## src/ttst_pkg.sv

```systemverilog
package ttst_pkg;

	localparam int TasksDefault = 8;
	localparam int MaxResults   = 8;
	localparam int ResCntW      = $clog2(MaxResults + 1);

	localparam logic [1:0] ReqAdd      = 2'd0;
	localparam logic [1:0] ReqDelete   = 2'd1;
	localparam logic [1:0] ReqTick     = 2'd2;
	localparam logic [1:0] ReqDispatch = 2'd3;

	localparam logic [2:0] KindAdded      = 3'd0;
	localparam logic [2:0] KindFull       = 3'd1;
	localparam logic [2:0] KindDeleted    = 3'd2;
	localparam logic [2:0] KindTickFire   = 3'd3;
	localparam logic [2:0] KindTickQuiet  = 3'd4;
	localparam logic [2:0] KindDispRun    = 3'd5;
	localparam logic [2:0] KindDispIdle   = 3'd6;

	typedef struct packed {
		logic [15:0] tag;
		logic [31:0] delay;
		logic [31:0] period;
		logic [7:0]  pending;
		logic [7:0]  runs_left;
		logic        mode;
	} slot_entry_t;

	typedef struct packed {
		logic [2:0]  kind;
		logic [2:0]  slot;
		logic [15:0] tag;
	} result_t;

endpackage

```

## src/tick_task_scheduler_table_top.sv

```systemverilog
// channel   | handshake              | payload
// config    | run_limit_enable_we    | run_limit_enable
// request   | start high, busy low   | req_type task_slot task_tag start_delay period run_limit mode
// result    | result_valid (1 cycle) | kind task_slot_out task_tag_out last
// add passes through S_ADD and delete through S_DEL_RD then S_DEL, from start to the last result strobe
// tick and dispatch walk the table one slot per cycle through the slot memory
// read port; results come out as the walk goes, the final one at its end
// busy drops in the cycle that shows the last result of the item
// reset empties the table and sets run_limit_enable; results cannot be held off
module tick_task_scheduler_table_top #(
	parameter int TASKS = ttst_pkg::TasksDefault
) (
	input  logic        clk,
	input  logic        arst_n,
	input  logic        run_limit_enable_we,
	input  logic        run_limit_enable,
	input  logic        start,
	output logic        busy,
	input  logic [1:0]  req_type,
	input  logic [2:0]  task_slot,
	input  logic [15:0] task_tag,
	input  logic [31:0] start_delay,
	input  logic [31:0] period,
	input  logic [7:0]  run_limit,
	input  logic        mode,
	output logic        result_valid,
	output logic [2:0]  kind,
	output logic [2:0]  task_slot_out,
	output logic [15:0] task_tag_out,
	output logic        last
);

	localparam int SW = (TASKS > 1) ? $clog2(TASKS) : 1;
	localparam int RW = ttst_pkg::ResCntW;

	localparam logic [2:0] S_IDLE   = 3'd0;
	localparam logic [2:0] S_ADD    = 3'd1;
	localparam logic [2:0] S_DEL_RD = 3'd2;
	localparam logic [2:0] S_DEL    = 3'd3;
	localparam logic [2:0] S_WALK   = 3'd4;
	localparam logic [2:0] S_END    = 3'd5;

	logic [2:0]  state_q;
	logic        rle_q;
	logic [TASKS-1:0] used_q;

	logic [1:0]  req_q;
	logic [2:0]  slot_q;
	logic [15:0] tag_q;
	logic [31:0] delay_q;
	logic [31:0] period_q;
	logic [7:0]  limit_q;
	logic        mode_q;

	ttst_pkg::slot_entry_t slot_mem [TASKS];
	ttst_pkg::slot_entry_t rd_q;

	logic [SW:0]   cnt_q;
	logic          p_vld_s1;
	logic [SW-1:0] p_idx_s1;

	logic              buf_vld_q;
	ttst_pkg::result_t buf_q;
	logic [RW-1:0]     res_cnt_q;

	logic        result_valid_q;
	ttst_pkg::result_t out_q;
	logic        last_q;

	logic [SW-1:0] rd_addr;
	logic [SW-1:0] del_addr;
	logic          del_in_range;
	logic          free_found;
	logic [SW-1:0] free_idx;

	ttst_pkg::slot_entry_t nxt;
	logic          wr_en;
	logic [SW-1:0] wr_addr;
	ttst_pkg::slot_entry_t wr_data;
	logic          kill;
	logic          gen;
	logic [2:0]    gen_kind;
	logic          active;
	logic [7:0]    rl_new;
	logic          budget_hit;

	assign busy          = (state_q != S_IDLE);
	assign result_valid  = result_valid_q;
	assign kind          = out_q.kind;
	assign task_slot_out = out_q.slot;
	assign task_tag_out  = out_q.tag;
	assign last          = last_q;

	assign del_addr     = SW'(slot_q);
	assign del_in_range = ({29'd0, slot_q} < 32'(TASKS));
	assign rd_addr      = (state_q == S_DEL_RD) ? del_addr : cnt_q[SW-1:0];

	// lowest free slot
	always_comb begin
		free_found = 1'b0;
		free_idx   = '0;
		for (int i = TASKS - 1; i >= 0; i--) begin
			if (!used_q[i]) begin
				free_found = 1'b1;
				free_idx   = SW'(i);
			end
		end
	end

	// per-slot update during a walk
	always_comb begin
		nxt        = rd_q;
		kill       = 1'b0;
		gen        = 1'b0;
		gen_kind   = ttst_pkg::KindTickFire;
		active     = (state_q == S_WALK) && p_vld_s1 && used_q[p_idx_s1];
		budget_hit = rle_q && (rd_q.runs_left == 8'd1);
		rl_new     = (rle_q && (rd_q.runs_left != 8'd0)) ? (rd_q.runs_left - 8'd1)
			: rd_q.runs_left;
		if (req_q == ttst_pkg::ReqTick) begin
			if (rd_q.delay != 32'd0) begin
				nxt.delay = rd_q.delay - 32'd1;
			end else begin
				if (rd_q.mode) begin
					gen           = active;
					gen_kind      = ttst_pkg::KindTickFire;
					nxt.runs_left = rl_new;
					kill          = budget_hit || (rd_q.period == 32'd0);
				end else if (rd_q.pending != 8'hFF) begin
					nxt.pending = rd_q.pending + 8'd1;
				end
				if (!kill && (rd_q.period != 32'd0)) begin
					nxt.delay = rd_q.period;
				end
			end
		end else if (rd_q.pending != 8'd0) begin
			gen           = active;
			gen_kind      = ttst_pkg::KindDispRun;
			nxt.pending   = rd_q.pending - 8'd1;
			nxt.runs_left = rl_new;
			kill          = budget_hit || (rd_q.period == 32'd0);
		end
	end

	always_comb begin
		if (state_q == S_ADD) begin
			wr_en   = free_found;
			wr_addr = free_idx;
			wr_data = '{tag: tag_q, delay: delay_q, period: period_q, pending: 8'd0,
				runs_left: limit_q, mode: mode_q};
		end else begin
			wr_en   = active;
			wr_addr = p_idx_s1;
			wr_data = nxt;
		end
	end

	// slot memory
	always_ff @(posedge clk) begin
		if (wr_en) begin
			slot_mem[wr_addr] <= wr_data;
		end
		rd_q <= slot_mem[rd_addr];
	end

	// request fields
	always_ff @(posedge clk) begin
		if (start && !busy) begin
			req_q    <= req_type;
			slot_q   <= task_slot;
			tag_q    <= task_tag;
			delay_q  <= start_delay;
			period_q <= period;
			limit_q  <= run_limit;
			mode_q   <= mode;
		end
	end

	always_ff @(posedge clk or negedge arst_n) begin
		if (!arst_n) begin
			rle_q <= 1'b1;
		end else if (run_limit_enable_we) begin
			rle_q <= run_limit_enable;
		end
	end

	// sequencer
	always_ff @(posedge clk or negedge arst_n) begin
		if (!arst_n) begin
			state_q        <= S_IDLE;
			used_q         <= '0;
			cnt_q          <= '0;
			p_vld_s1       <= 1'b0;
			p_idx_s1       <= '0;
			buf_vld_q      <= 1'b0;
			buf_q          <= '0;
			res_cnt_q      <= '0;
			result_valid_q <= 1'b0;
			out_q          <= '0;
			last_q         <= 1'b0;
		end else begin
			unique case (state_q)
				S_IDLE: begin
					result_valid_q <= 1'b0;
					if (start) begin
						cnt_q     <= '0;
						p_vld_s1  <= 1'b0;
						buf_vld_q <= 1'b0;
						res_cnt_q <= '0;
						unique case (req_type)
							ttst_pkg::ReqAdd:    state_q <= S_ADD;
							ttst_pkg::ReqDelete: state_q <= S_DEL_RD;
							default:             state_q <= S_WALK;
						endcase
					end
				end
				S_ADD: begin
					result_valid_q <= 1'b1;
					last_q         <= 1'b1;
					out_q.tag      <= tag_q;
					if (free_found) begin
						used_q[free_idx] <= 1'b1;
						out_q.kind       <= ttst_pkg::KindAdded;
						out_q.slot       <= 3'(free_idx);
					end else begin
						out_q.kind <= ttst_pkg::KindFull;
						out_q.slot <= 3'd0;
					end
					state_q <= S_IDLE;
				end
				S_DEL_RD: begin
					result_valid_q <= 1'b0;
					state_q        <= S_DEL;
				end
				S_DEL: begin
					result_valid_q <= 1'b1;
					last_q         <= 1'b1;
					out_q.kind     <= ttst_pkg::KindDeleted;
					out_q.slot     <= slot_q;
					out_q.tag      <= (del_in_range && used_q[del_addr]) ? rd_q.tag : '0;
					if (del_in_range) begin
						used_q[del_addr] <= 1'b0;
					end
					state_q <= S_IDLE;
				end
				S_WALK: begin
					p_vld_s1 <= (cnt_q < (SW + 1)'(TASKS));
					p_idx_s1 <= cnt_q[SW-1:0];
					if (cnt_q < (SW + 1)'(TASKS)) begin
						cnt_q <= cnt_q + (SW + 1)'(1);
					end else if (!p_vld_s1) begin
						state_q <= S_END;
					end
					if (active && kill) begin
						used_q[p_idx_s1] <= 1'b0;
					end
					result_valid_q <= gen && buf_vld_q
						&& (res_cnt_q < RW'(ttst_pkg::MaxResults));
					if (gen && (res_cnt_q < RW'(ttst_pkg::MaxResults))) begin
						if (buf_vld_q) begin
							last_q <= 1'b0;
							out_q  <= buf_q;
						end
						buf_vld_q  <= 1'b1;
						buf_q.kind <= gen_kind;
						buf_q.slot <= 3'(p_idx_s1);
						buf_q.tag  <= rd_q.tag;
						res_cnt_q  <= res_cnt_q + RW'(1);
					end
				end
				S_END: begin
					result_valid_q <= 1'b1;
					last_q         <= 1'b1;
					if (buf_vld_q) begin
						out_q <= buf_q;
					end else begin
						out_q.kind <= (req_q == ttst_pkg::ReqTick) ? ttst_pkg::KindTickQuiet
							: ttst_pkg::KindDispIdle;
						out_q.slot <= 3'd0;
						out_q.tag  <= '0;
					end
					state_q <= S_IDLE;
				end
				default: begin
					result_valid_q <= 1'b0;
					state_q        <= S_IDLE;
				end
			endcase
		end
	end

endmodule
```

## config.mk

```make
export PLATFORM = sky130hd
export DESIGN_NAME = tick_task_scheduler_table_top
export DESIGN_NICKNAME = d
export VERILOG_FILES = /design/src/ttst_pkg.sv /design/src/tick_task_scheduler_table_top.sv
export SDC_FILE = /design/constraint.sdc
export NUM_CORES = 1
export LEC_CHECK = 0
export BUFFER_PORTS_ARGS = -buffer_cell sky130_fd_sc_hd__buf_2
export CAP_MARGIN = 10
export CORE_MARGIN = 10
export CORE_UTILIZATION = 40
export CTS_CLUSTER_DIAMETER = 150
export DETAILED_ROUTE_END_ITERATION = 6
export GPL_ROUTABILITY_DRIVEN = 1
export PLACE_DENSITY = 0.66
export SYNTH_ARGS = -nofsm -noshare
export SYNTH_HDL_FRONTEND = slang
export SYNTH_SLANG_ARGS = --single-unit
```

## constraint.sdc

```tcl
create_clock -name clk -period 17 [get_ports clk]
set_input_delay 0.85 -clock clk [delete_from_list [all_inputs] [get_ports clk]]
set_output_delay 0.85 -clock clk [all_outputs]
set_load 0.005 [all_outputs]
```

# Word level (Yosys, flattened, before mapping)
# Memories as Yosys holds them, arrays and structs flattened. A register that Yosys moved wholly into a read port is not among the register bits.
# Index checks and enable logic that the tools add are counted.
# word_totals
mem_bits_rw	776
output_inout_bits	25
memories	1
register_bits	165
romBits	0
input_bits	99
latchBits	0
# op_classes
magnitude_cmp	8
multipliers	0
addsub	6
n_div	0
eq_ne	17
n_mux	82
bitwise	5
reduce_logical	37
shifts	0
# mem_list
memory	words	width	rd	rd_clocked_by_memory_dff	write_ports	line_no	text
slot_mem	8	97	1	1	1	tick_task_scheduler_table_top.sv:55	ttst_pkg::slot_entry_t slot_mem [TASKS];
# ops
op	count
two-way mux 97 bit	1
two-way mux 32 bit	3
one-hot mux 22 bit (4 select lines)	1
two-way mux 22 bit	3
two-way mux 16 bit	4
nonzero test 32 bit	2
two-way mux 8 bit	6
two-way mux 3 bit	15
zero test 32 bit	1
subtractor 32 x 1 -> 32 bit, second input constant	1
two-way mux 1 bit	30
one-hot mux 8 bit (3 select lines)	1
AND reduction 3 bit	6
bitwise AND 8 bit	2
two-way mux 4 bit	4
inverter 8 bit	2
one-hot mux 4 bit (2 select lines)	2
nonzero test 8 bit	2
subtractor 8 x 1 -> 8 bit, second input constant	2
logical AND 1 bit	13
< comparator 3 x 4 -> 1 bit, second input constant	3
!= test 2 bit, second input constant	5
demux 1 bit (select 3 bit)	3
greater-or-equal comparator 3 x 1 -> 1 bit, second input constant	3
other kinds (26)	40

# Logic depth before layout (Yosys ltp)
# Gate-level depths: netlist of run 1.
# depth
ltp_word	15
depth_mapped	10
mapped_depth_nobuf	8

# Least setup slack after synthesis of run 1
# OpenSTA, ideal clock, no wires.
# synth_path
kind	flip-flop to flip-flop
startpoint	register p_idx_s1[0]
endpoint	memory slot_mem[7][0] in the netlist's numbering (enable)
setup_ps	554
arrival_time_ps	5584
path_buffers	1
required_time_ps	16446
path_stages_with_launch	8
path_slack_ps	10861
period_less_slack_ps	6139
path_cell_list	dfrtp_1 clkbuf_1 nor2b_1 a22o_1 a221oi_1 o31ai_1 nand2_1 nor2_1
# synth_via
elab_chain_cells	6
elab_cells_between_ends	7
# synth_lines
element	line_no	text
from (decl)	tick_task_scheduler_table_top.sv:60	logic [SW-1:0] p_idx_s1;
from (signal assigned)	tick_task_scheduler_table_top.sv:248	p_idx_s1 <= cnt_q[SW-1:0];
binary-select mux 1 bit (select 3 bit)	tick_task_scheduler_table_top.sv:116	active = (state_q == S_WALK) && p_vld_s1 && used_q[p_idx_s1];
two-way mux 1 bit (not written as such)	tick_task_scheduler_table_top.sv:116	
logical AND 1 bit	tick_task_scheduler_table_top.sv:116	
two-way mux 1 bit	tick_task_scheduler_table_top.sv:146	if (state_q == S_ADD) begin
two-way mux 1 bit	tick_task_scheduler_table_top.sv:160	if (wr_en) begin
two-way mux 1 bit (not written as such)	tick_task_scheduler_table_top.sv:161	slot_mem[wr_addr] <= wr_data;
to (decl)	tick_task_scheduler_table_top.sv:55	
# Parallel ways exist; a longest one is shown, timed or not. The select of a mux whose other input is x is not followed.

# Worst setup path in the final report of run 1
# layout_path
startpoint	register state_q[1]
endpoint	register rd_q[67] (netlist name)
# layout_via
elab_chain_cells	2
# layout_lines
element	line_no	text
from (decl)	tick_task_scheduler_table_top.sv:43	logic [2:0] state_q;
from (signal assigned)	tick_task_scheduler_table_top.sv:190	state_q <= S_IDLE;
from (signal assigned)	tick_task_scheduler_table_top.sv:211	ttst_pkg::ReqAdd: state_q <= S_ADD;
from (signal assigned)	tick_task_scheduler_table_top.sv:212	ttst_pkg::ReqDelete: state_q <= S_DEL_RD;
== test 3 x 2 -> 1 bit	tick_task_scheduler_table_top.sv:96	assign rd_addr = (state_q == S_DEL_RD) ? del_addr : cnt_q[SW-1:0];
two-way mux 3 bit	tick_task_scheduler_table_top.sv:96	
# No other way between the ends.
# A chain may end at the register's enable or synchronous reset.

==> run_results.csv, run 1 <==
group,metric,value,unit
floorplan,die_h,339,um
layout,multi_input_comb_area,0.0105,mm2
placed_design,dpl.cell_count,3708,
drt,vias,22000,
critical_path,arrival,6.07,ns
critical_path,critPathLaunchType,"flip-flop",
cts,cts_tree,"done",
global_routing,grt_usage,16.2,%
timing,setup_violations,0,
layout,fin_cells,3904,
flow_run,drv_cap,0,
global_routing,overflow,0,
cts,ctsHtreeMaxLevel,3,
logic_synthesis,ys_seq_area_share,73.2,%
critical_path,required,17.54,ns
timing,rsz0062_at_grt,"no",
power,leakagePower,15.7,nW
timing,min_period_over_period,32.5,%
layout,final_util,45.9,%
cts,clk_pin_slew,0.06,ns
timing,slew_violations,0,
placed_design,place_congestion,0.849,
logic_synthesis,synth_edf_count,870,
cts,clock_latency,0.68,ns
floorplan,dieArea,0.115,mm2
status,violations,"design-rule violations",
cts,cts_buffer_depth,3,
timing,slew_headroom,24.1,%
placed_design,place_ws,11.33,ns
logic_synthesis,yosys_warnings,0,
global_routing,first_global_vias,22700,
critical_path,path_delay_family,"buffers and inverters",
drt,drc,8,
cts,post_cts.repair.setup_buffers,0,
layout,fin_nets,2553,
logic_synthesis,postSynthCellCount,2308,
status,status,"finished with violations",
timing,timing.hold.ws,0.301,ns
critical_path,crit_type,"reg2reg",
critical_path,crit_fanout,98,
logic_synthesis,syn_area,0.0408,mm2
floorplan,initial_core_util,40.2,%
drt,ant_nets,0,
cts,clock-sinks,1038,
logic_synthesis,syn_nets,2415,
layout,num-fill-cells,8501,
cts,numCtsBuffers,103,
drt,drtIter0Drc,2494,
timing,fin_tns_setup,0,ns
hold_path,hp-class,"in2async",
critical_path,worstPathCellList,"nor3b_1 > mux2i_4 > buf_4 > buf_12 > buf_4 > mux4_2 > mux2_2",
logic_synthesis,synthFlopType,"edfxtp_1",
floorplan,die_w,339,um
layout,drive_above_1_share,27.1,%
logic_synthesis,synthArstFlopShare,6.84,%
layout,area_growth,14.2,%
logic_synthesis,avgSynthCellArea,17.7,um2
timing,fmax,0.181,GHz
placed_design,dp_hpwl,54.8,mm
global_routing,grt_max_degree,163,
timing,setup_ws,11.48,ns
global_routing,grt_pass1_wl,145,mm
logic_synthesis,ys_ff_latch,1038,
timing,min_period,5.52,ns
drt,drt_pass1_iterations,7,
floorplan,row_count,117,
timing,fin_worst_skew,0.0313,ns
critical_path,crit_top_cell,"buf_4",
critical_path,end_kind,"flip-flop",
drt,wl_per_cell,24.4,um
critical_path,cpMaxStageDelayCell,"nor3b_1",
drt,viasPerCell,5.63,
cts,cts-root-buf,"clkbuf_16",
critical_path,critPathBufInv,3,
power,ir_worst_vdd,0.137,mV
drt,drt-total-wl,95.3,mm
timing,final_hold_viol_count,0,
floorplan,ioPinCount,124,
cts,cts_hold_buffers,0,
layout,regArea,0.0298,mm2
logic_synthesis,ys_types,78,
critical_path,max_stage_delay,0.97,ns
timing,worstMarginPinSlew,1.14,ns
global_routing,antenna_found_initial,2,
cts,ctsResizeCount,0,
placed_design,io_buffers,123,
floorplan,core-area,0.101,mm2
power,power_density,180,mW/mm2
[registers in the layout (all words and copies together) (netlist names), 4 cells and up]
signal	count
slot_mem	776
nxt	49
rd_q	48
delay_q	32
period_q	32
buf_q	22
tag_q	16
task_tag_out	16
limit_q	8
used_q	8
cnt_q	4
res_cnt_q	4
[placed cells by master (no fill, tap or decap), types with 17 or more instances in the layout]
cell,count
a21oi_1,44
nor2_1,72
nor4_1,23
edfxtp_1,870
and3_1,24
clkbuf_1,29
inv_1,23
mux2_2,125
mux4_2,194
buf_2,122
nand2_1,229
a31oi_1,19
dfxtp_1,97
dfrtp_1,70
nand3_1,24
buf_4,38
o21ai_0,65
clkinv_2,17
a222oi_1,17
clkbuf_16,105
nor3_1,25
[Yosys cell counts, drive strengths merged (4+ instances only)]
| library cell | n | area [um2] |
|---|---|---|
| o211ai | 6 | 45.0 |
| nor4 | 24 | 150 |
| o22ai | 5 | 31.3 |
| or4 | 13 | 114 |
| a211oi | 7 | 65.1 |
| a221o | 4 | 40.0 |
| xnor2 | 8 | 70.1 |
| ha | 8 | 100 |
| nor3b | 4 | 30.0 |
| a22o | 7 | 61.3 |
| or2 | 6 | 37.5 |
| nand2 | 229 | 860 |
| nand3 | 25 | 138 |
| a21o | 10 | 75.1 |
| buf | 29 | 134 |
| dfxtp | 97 | 1940 |
| edfxtp | 870 | 26100 |
| nor3 | 27 | 135 |
| mux2i | 11 | 110 |
| o311ai | 5 | 43.8 |
| a221oi | 4 | 35.0 |
| or3 | 19 | 123 |
| mux2 | 125 | 1410 |
| mux4 | 194 | 4370 |
| a22oi | 25 | 233 |
| o21ai | 69 | 349 |
| nand2b | 9 | 56.3 |
| nor2 | 81 | 304 |
| xor2 | 10 | 87.6 |
| a21oi | 44 | 220 |
| o31ai | 10 | 75.1 |
| a222oi | 17 | 170 |
| nor2b | 8 | 50.1 |
| o21a | 6 | 45.0 |
| clkbuf | 101 | 379 |
| nand4 | 16 | 100 |
| inv | 24 | 90.1 |
| a31oi | 19 | 119 |
| dfrtp | 70 | 1750 |
| and3 | 24 | 150 |
[final timing paths]
check                              from          to  slack, ns  depth (start not counted)
setup / recovery             state_q[1]    rd_q[67]      11.48                          7
hold / removal                   arst_n   used_q[1]       0.30                          1
setup reg to reg             state_q[1]    rd_q[67]      11.48                          7
hold reg to reg               buf_q[19]   buf_q[19]       0.47                          1
max in group asynchronous        arst_n    buf_q[1]      16.01                          1
min in group clk           run_limit[7]  limit_q[7]       0.35                          1
[cells by family after synthesis]
group                    Yosys count  synth area share [%]
buffers and inverters            154                  1.48
adder cells (fa/ha/maj)            8                 0.246
AO/OA/AOI/OAI                    262                  4.48
AND/OR/NAND/NOR                  498                  5.78
flip-flops                      1038                  73.2
XOR/XNOR                          18                 0.387
multiplexers                     330                  14.4
[worst register-to-register path: stages (launching register included)]
cell and delay (ns):
dfrtp_1 0.70, nor3b_1 0.97, mux2i_4 0.35, buf_4 0.84, buf_12 0.72, buf_4 0.91, mux4_2 0.65, mux2_2 0.28
[stage by stage]
step	cell area, um2	total power [W]
final	46600	0.00839
after global routing	46600	0.00878
after CTS	46500	0.00845
after detailed placement	43000	0.00611
after global placement	43000	0.00601
after floorplan	40800	0.00539
[metal layers]
metal	global-route usage (%)	vias to the layer above	part of all wire [%]
li1	-	9510	-
met1	22.1	11500	43
met2	26.5	818	48
met3	2.84	168	6.3
met4	4.64	2	2.4
met5	0	-	0.014
[report_power, final]
group	total, W	switching (W)	internal [W]	leakage (nW)
Combinational	0.00215	0.00124	0.000908	4.43
Sequential	0.00391	0.000336	0.00357	9.53
Clock	0.00234	0.000954	0.00138	1.72
[layout make-up]
type                            instances  area share [%]
Inverter                               24           0.199
Tap cell                             1368            3.68
Antenna cell                            1         0.00537
Clock inverter                         50            1.35
Clock buffer                          144            6.17
Multi-Input combinational cell       1116            22.5
Timing Repair Buffer                  163            2.02
Sequential cell                      1038            64.1
No activity file was read; power rests on OpenSTA's default activity.
==> run 2, diff against run 1 <==
==> constraint.sdc (replaced) <==
create_clock -name clk -period 5.8 [get_ports clk]
set_input_delay 0.29 -clock clk [delete_from_list [all_inputs] [get_ports clk]]
set_output_delay 0.29 -clock clk [all_outputs]
set_load 0.005 [all_outputs]
==> run 2 against run 1 <==
Net effect:
- the run now ends clean
- maximum frequency increased by 35%
- sequential power rose to 2.9 times the previous value
- clock skew up 0.016 ns
- routed wire length grew 0.58%
- critical path depth decreased by 2
- highest routed layer is now met4
- critical endpoint is now rd_q[61]
- clock power increased to 2.9 times the previous value
==> run_results.csv, run 2 (same netlist as run 1, synthesis figures left out) <==
group,metric,value,unit
placed_design,place_ws,1.71,ns
global_routing,grt_pass1_wl,146,mm
drt,wl_per_cell,23.9,um
drt,drc,0,
critical_path,crit_type,"reg2reg",
global_routing,grt_usage,16.4,%
drt,drt-total-wl,95.9,mm
flow_run,drv_cap,0,
critical_path,cpMaxStageDelayCell,"mux2i_4",
cts,cts_buffer_depth,3,
hold_path,hold_depth,2,
hold_path,hold_start,"start_delay[5]",
timing,fin_worst_skew,0.0469,ns
drt,drt_pass1_iterations,7,
floorplan,initial_core_util,40.2,%
layout,fin_nets,2660,
placed_design,dp_hpwl,55.9,mm
layout,multi_input_comb_area,0.0105,mm2
critical_path,ff2ff_path_depth,5,
timing,slew_headroom,22.5,%
critical_path,end_kind,"flip-flop",
timing,slew_violations,0,
global_routing,first_global_vias,23500,
layout,num-fill-cells,8408,
floorplan,ioPinCount,124,
drt,drtIter0Drc,2275,
global_routing,grt_max_degree,73,
floorplan,row_count,117,
floorplan,die_w,339,um
floorplan,dieArea,0.115,mm2
layout,drive_above_1_share,26.2,%
power,power_density,515,mW/mm2
drt,ant_nets,0,
placed_design,place_congestion,0.889,
timing,setup_violations,0,
timing,setup_ws,1.70,ns
cts,post_cts.repair.setup_buffers,0,
critical_path,r2r_end,"rd_q[61]",
timing,min_period,4.10,ns
cts,clock-sinks,1038,
hold_path,min_to,"delay_q[5]",
floorplan,die_h,339,um
global_routing,overflow,0,
drt,viasPerCell,5.57,
power,leakagePower,16.1,nW
floorplan,core-area,0.101,mm2
critical_path,r2r_slack,1.70,ns
layout,mostFrequentLayoutCell,"edfxtp_1",
status,status,"finished clean",
layout,regArea,0.0298,mm2
critical_path,startpoint,"state_q[1]",
placed_design,dpl.cell_count,3716,
cts,cts-root-buf,"clkbuf_16",
drt,vias,22400,
critical_path,required,6.37,ns
layout,final_util,47.1,%
power,power,0.0246,W
critical_path,crit_fanout,70,
critical_path,critPathLaunchType,"flip-flop",
critical_path,arrival,4.67,ns
timing,timing.hold.ws,0.294,ns
cts,clk_pin_slew,0.06,ns
critical_path,worstPathCellList,"nor3b_1 > mux2i_4 > buf_12 > mux4_2 > mux2_2",
layout,largest_reg_flops,776,
timing,min_period_over_period,70.8,%
layout,largest-register,"slot_mem",
timing,final_hold_viol_count,0,
timing,rsz0062_at_grt,"no",
timing,worstMarginPinSlew,1.14,ns
placed_design,io_buffers,123,
power,ir_worst_vdd,0.382,mV
cts,clock_latency,0.70,ns
layout,final_cell_mix,"edfxtp_1 (870), nand2_1 (229), mux4_2 (194)",
hold_path,hp-class,"in2reg",
timing,fmax,0.244,GHz
cts,ctsHtreeMaxLevel,3,
layout,area_growth,17.1,%
cts,numCtsBuffers,103,
cts,cts_tree,"done",
critical_path,reg2reg_from,"state_q[1]",
layout,fin_cells,4014,
critical_path,max_stage_delay,1.06,ns
global_routing,antenna_found_initial,0,
run 2: cell types whose count changed in the layout (fill, tap and decap cells not counted), sizes merged:
cell / delta
clkinv: -3
diode: +1
bufinv: -4
clkbuf: +10
buf: +8
dlygate4sd3: +98
inv: -3
clkinvlp: +3
run 2: area by class of cell:
class / instances / area share, %
diodes: 2 / 0.0105
clock buffers: 153 / 6.04
clock inverters: 43 / 1.25
inverters: 24 / 0.194
multi-input cells: 1116 / 21.9
flip-flops and latches: 1038 / 62.5
well taps: 1368 / 3.58
repair buffers: 270 / 4.53
run 2: power by group:
part	total [W]	internal, W	leakage (nW)	switching, W
clock	0.00671	0.00388	1.68	0.00283
sequential	0.0114	0.0105	9.53	0.000986
combinational	0.00642	0.00276	4.93	0.00366
total	0.0246	0.0171	16.1	0.00747
run 2: what timing repair did:
| action | in CTS | in global routing |
|---|---|---|
| hold buffers | 98 | 0 |
| endpoints found under the hold margin | 168 | 0 |
| endpoints found under the setup margin | 0 | 0 |
| gates resized for setup | 0 | 0 |
run 2: how the worst max path moves through the flow:
stage | endpoint | slack, ns
CTS | rd_q[61] | 1.68
detailed placement | rd_q[61] | 1.71
global placement | task_slot_out[0] | 1.82
floorplan | slot_mem[7][0] | -0.34
finish | rd_q[61] | 1.70
global route | rd_q[61] | 1.51
run 2: per-layer routing:
metal	GRT usage (%)	up-vias	part of all wire [%]
li1	-	9718	-
met1	22.6	11500	42
met2	26.3	924	48
met3	3.06	172	7.2
met4	5.02	0	2.7
met5	0	-	0
run 2: critical path: cells and delay by family (launching register included):
kind / cells / cell delay, ns
mux: 3 / 1.74
simple gates: 1 / 0.99
flops: 1 / 0.74
buf+inv: 1 / 0.43
run 2: metrics by stage:
step	area [um2]	TNS, ns
3_3_place_gp	43300	0
2_1_floorplan	40800	-227.65
6_report	47800	0
5_1_grt	47800	0
4_1_cts	47700	0
3_5_place_dp	43300	0
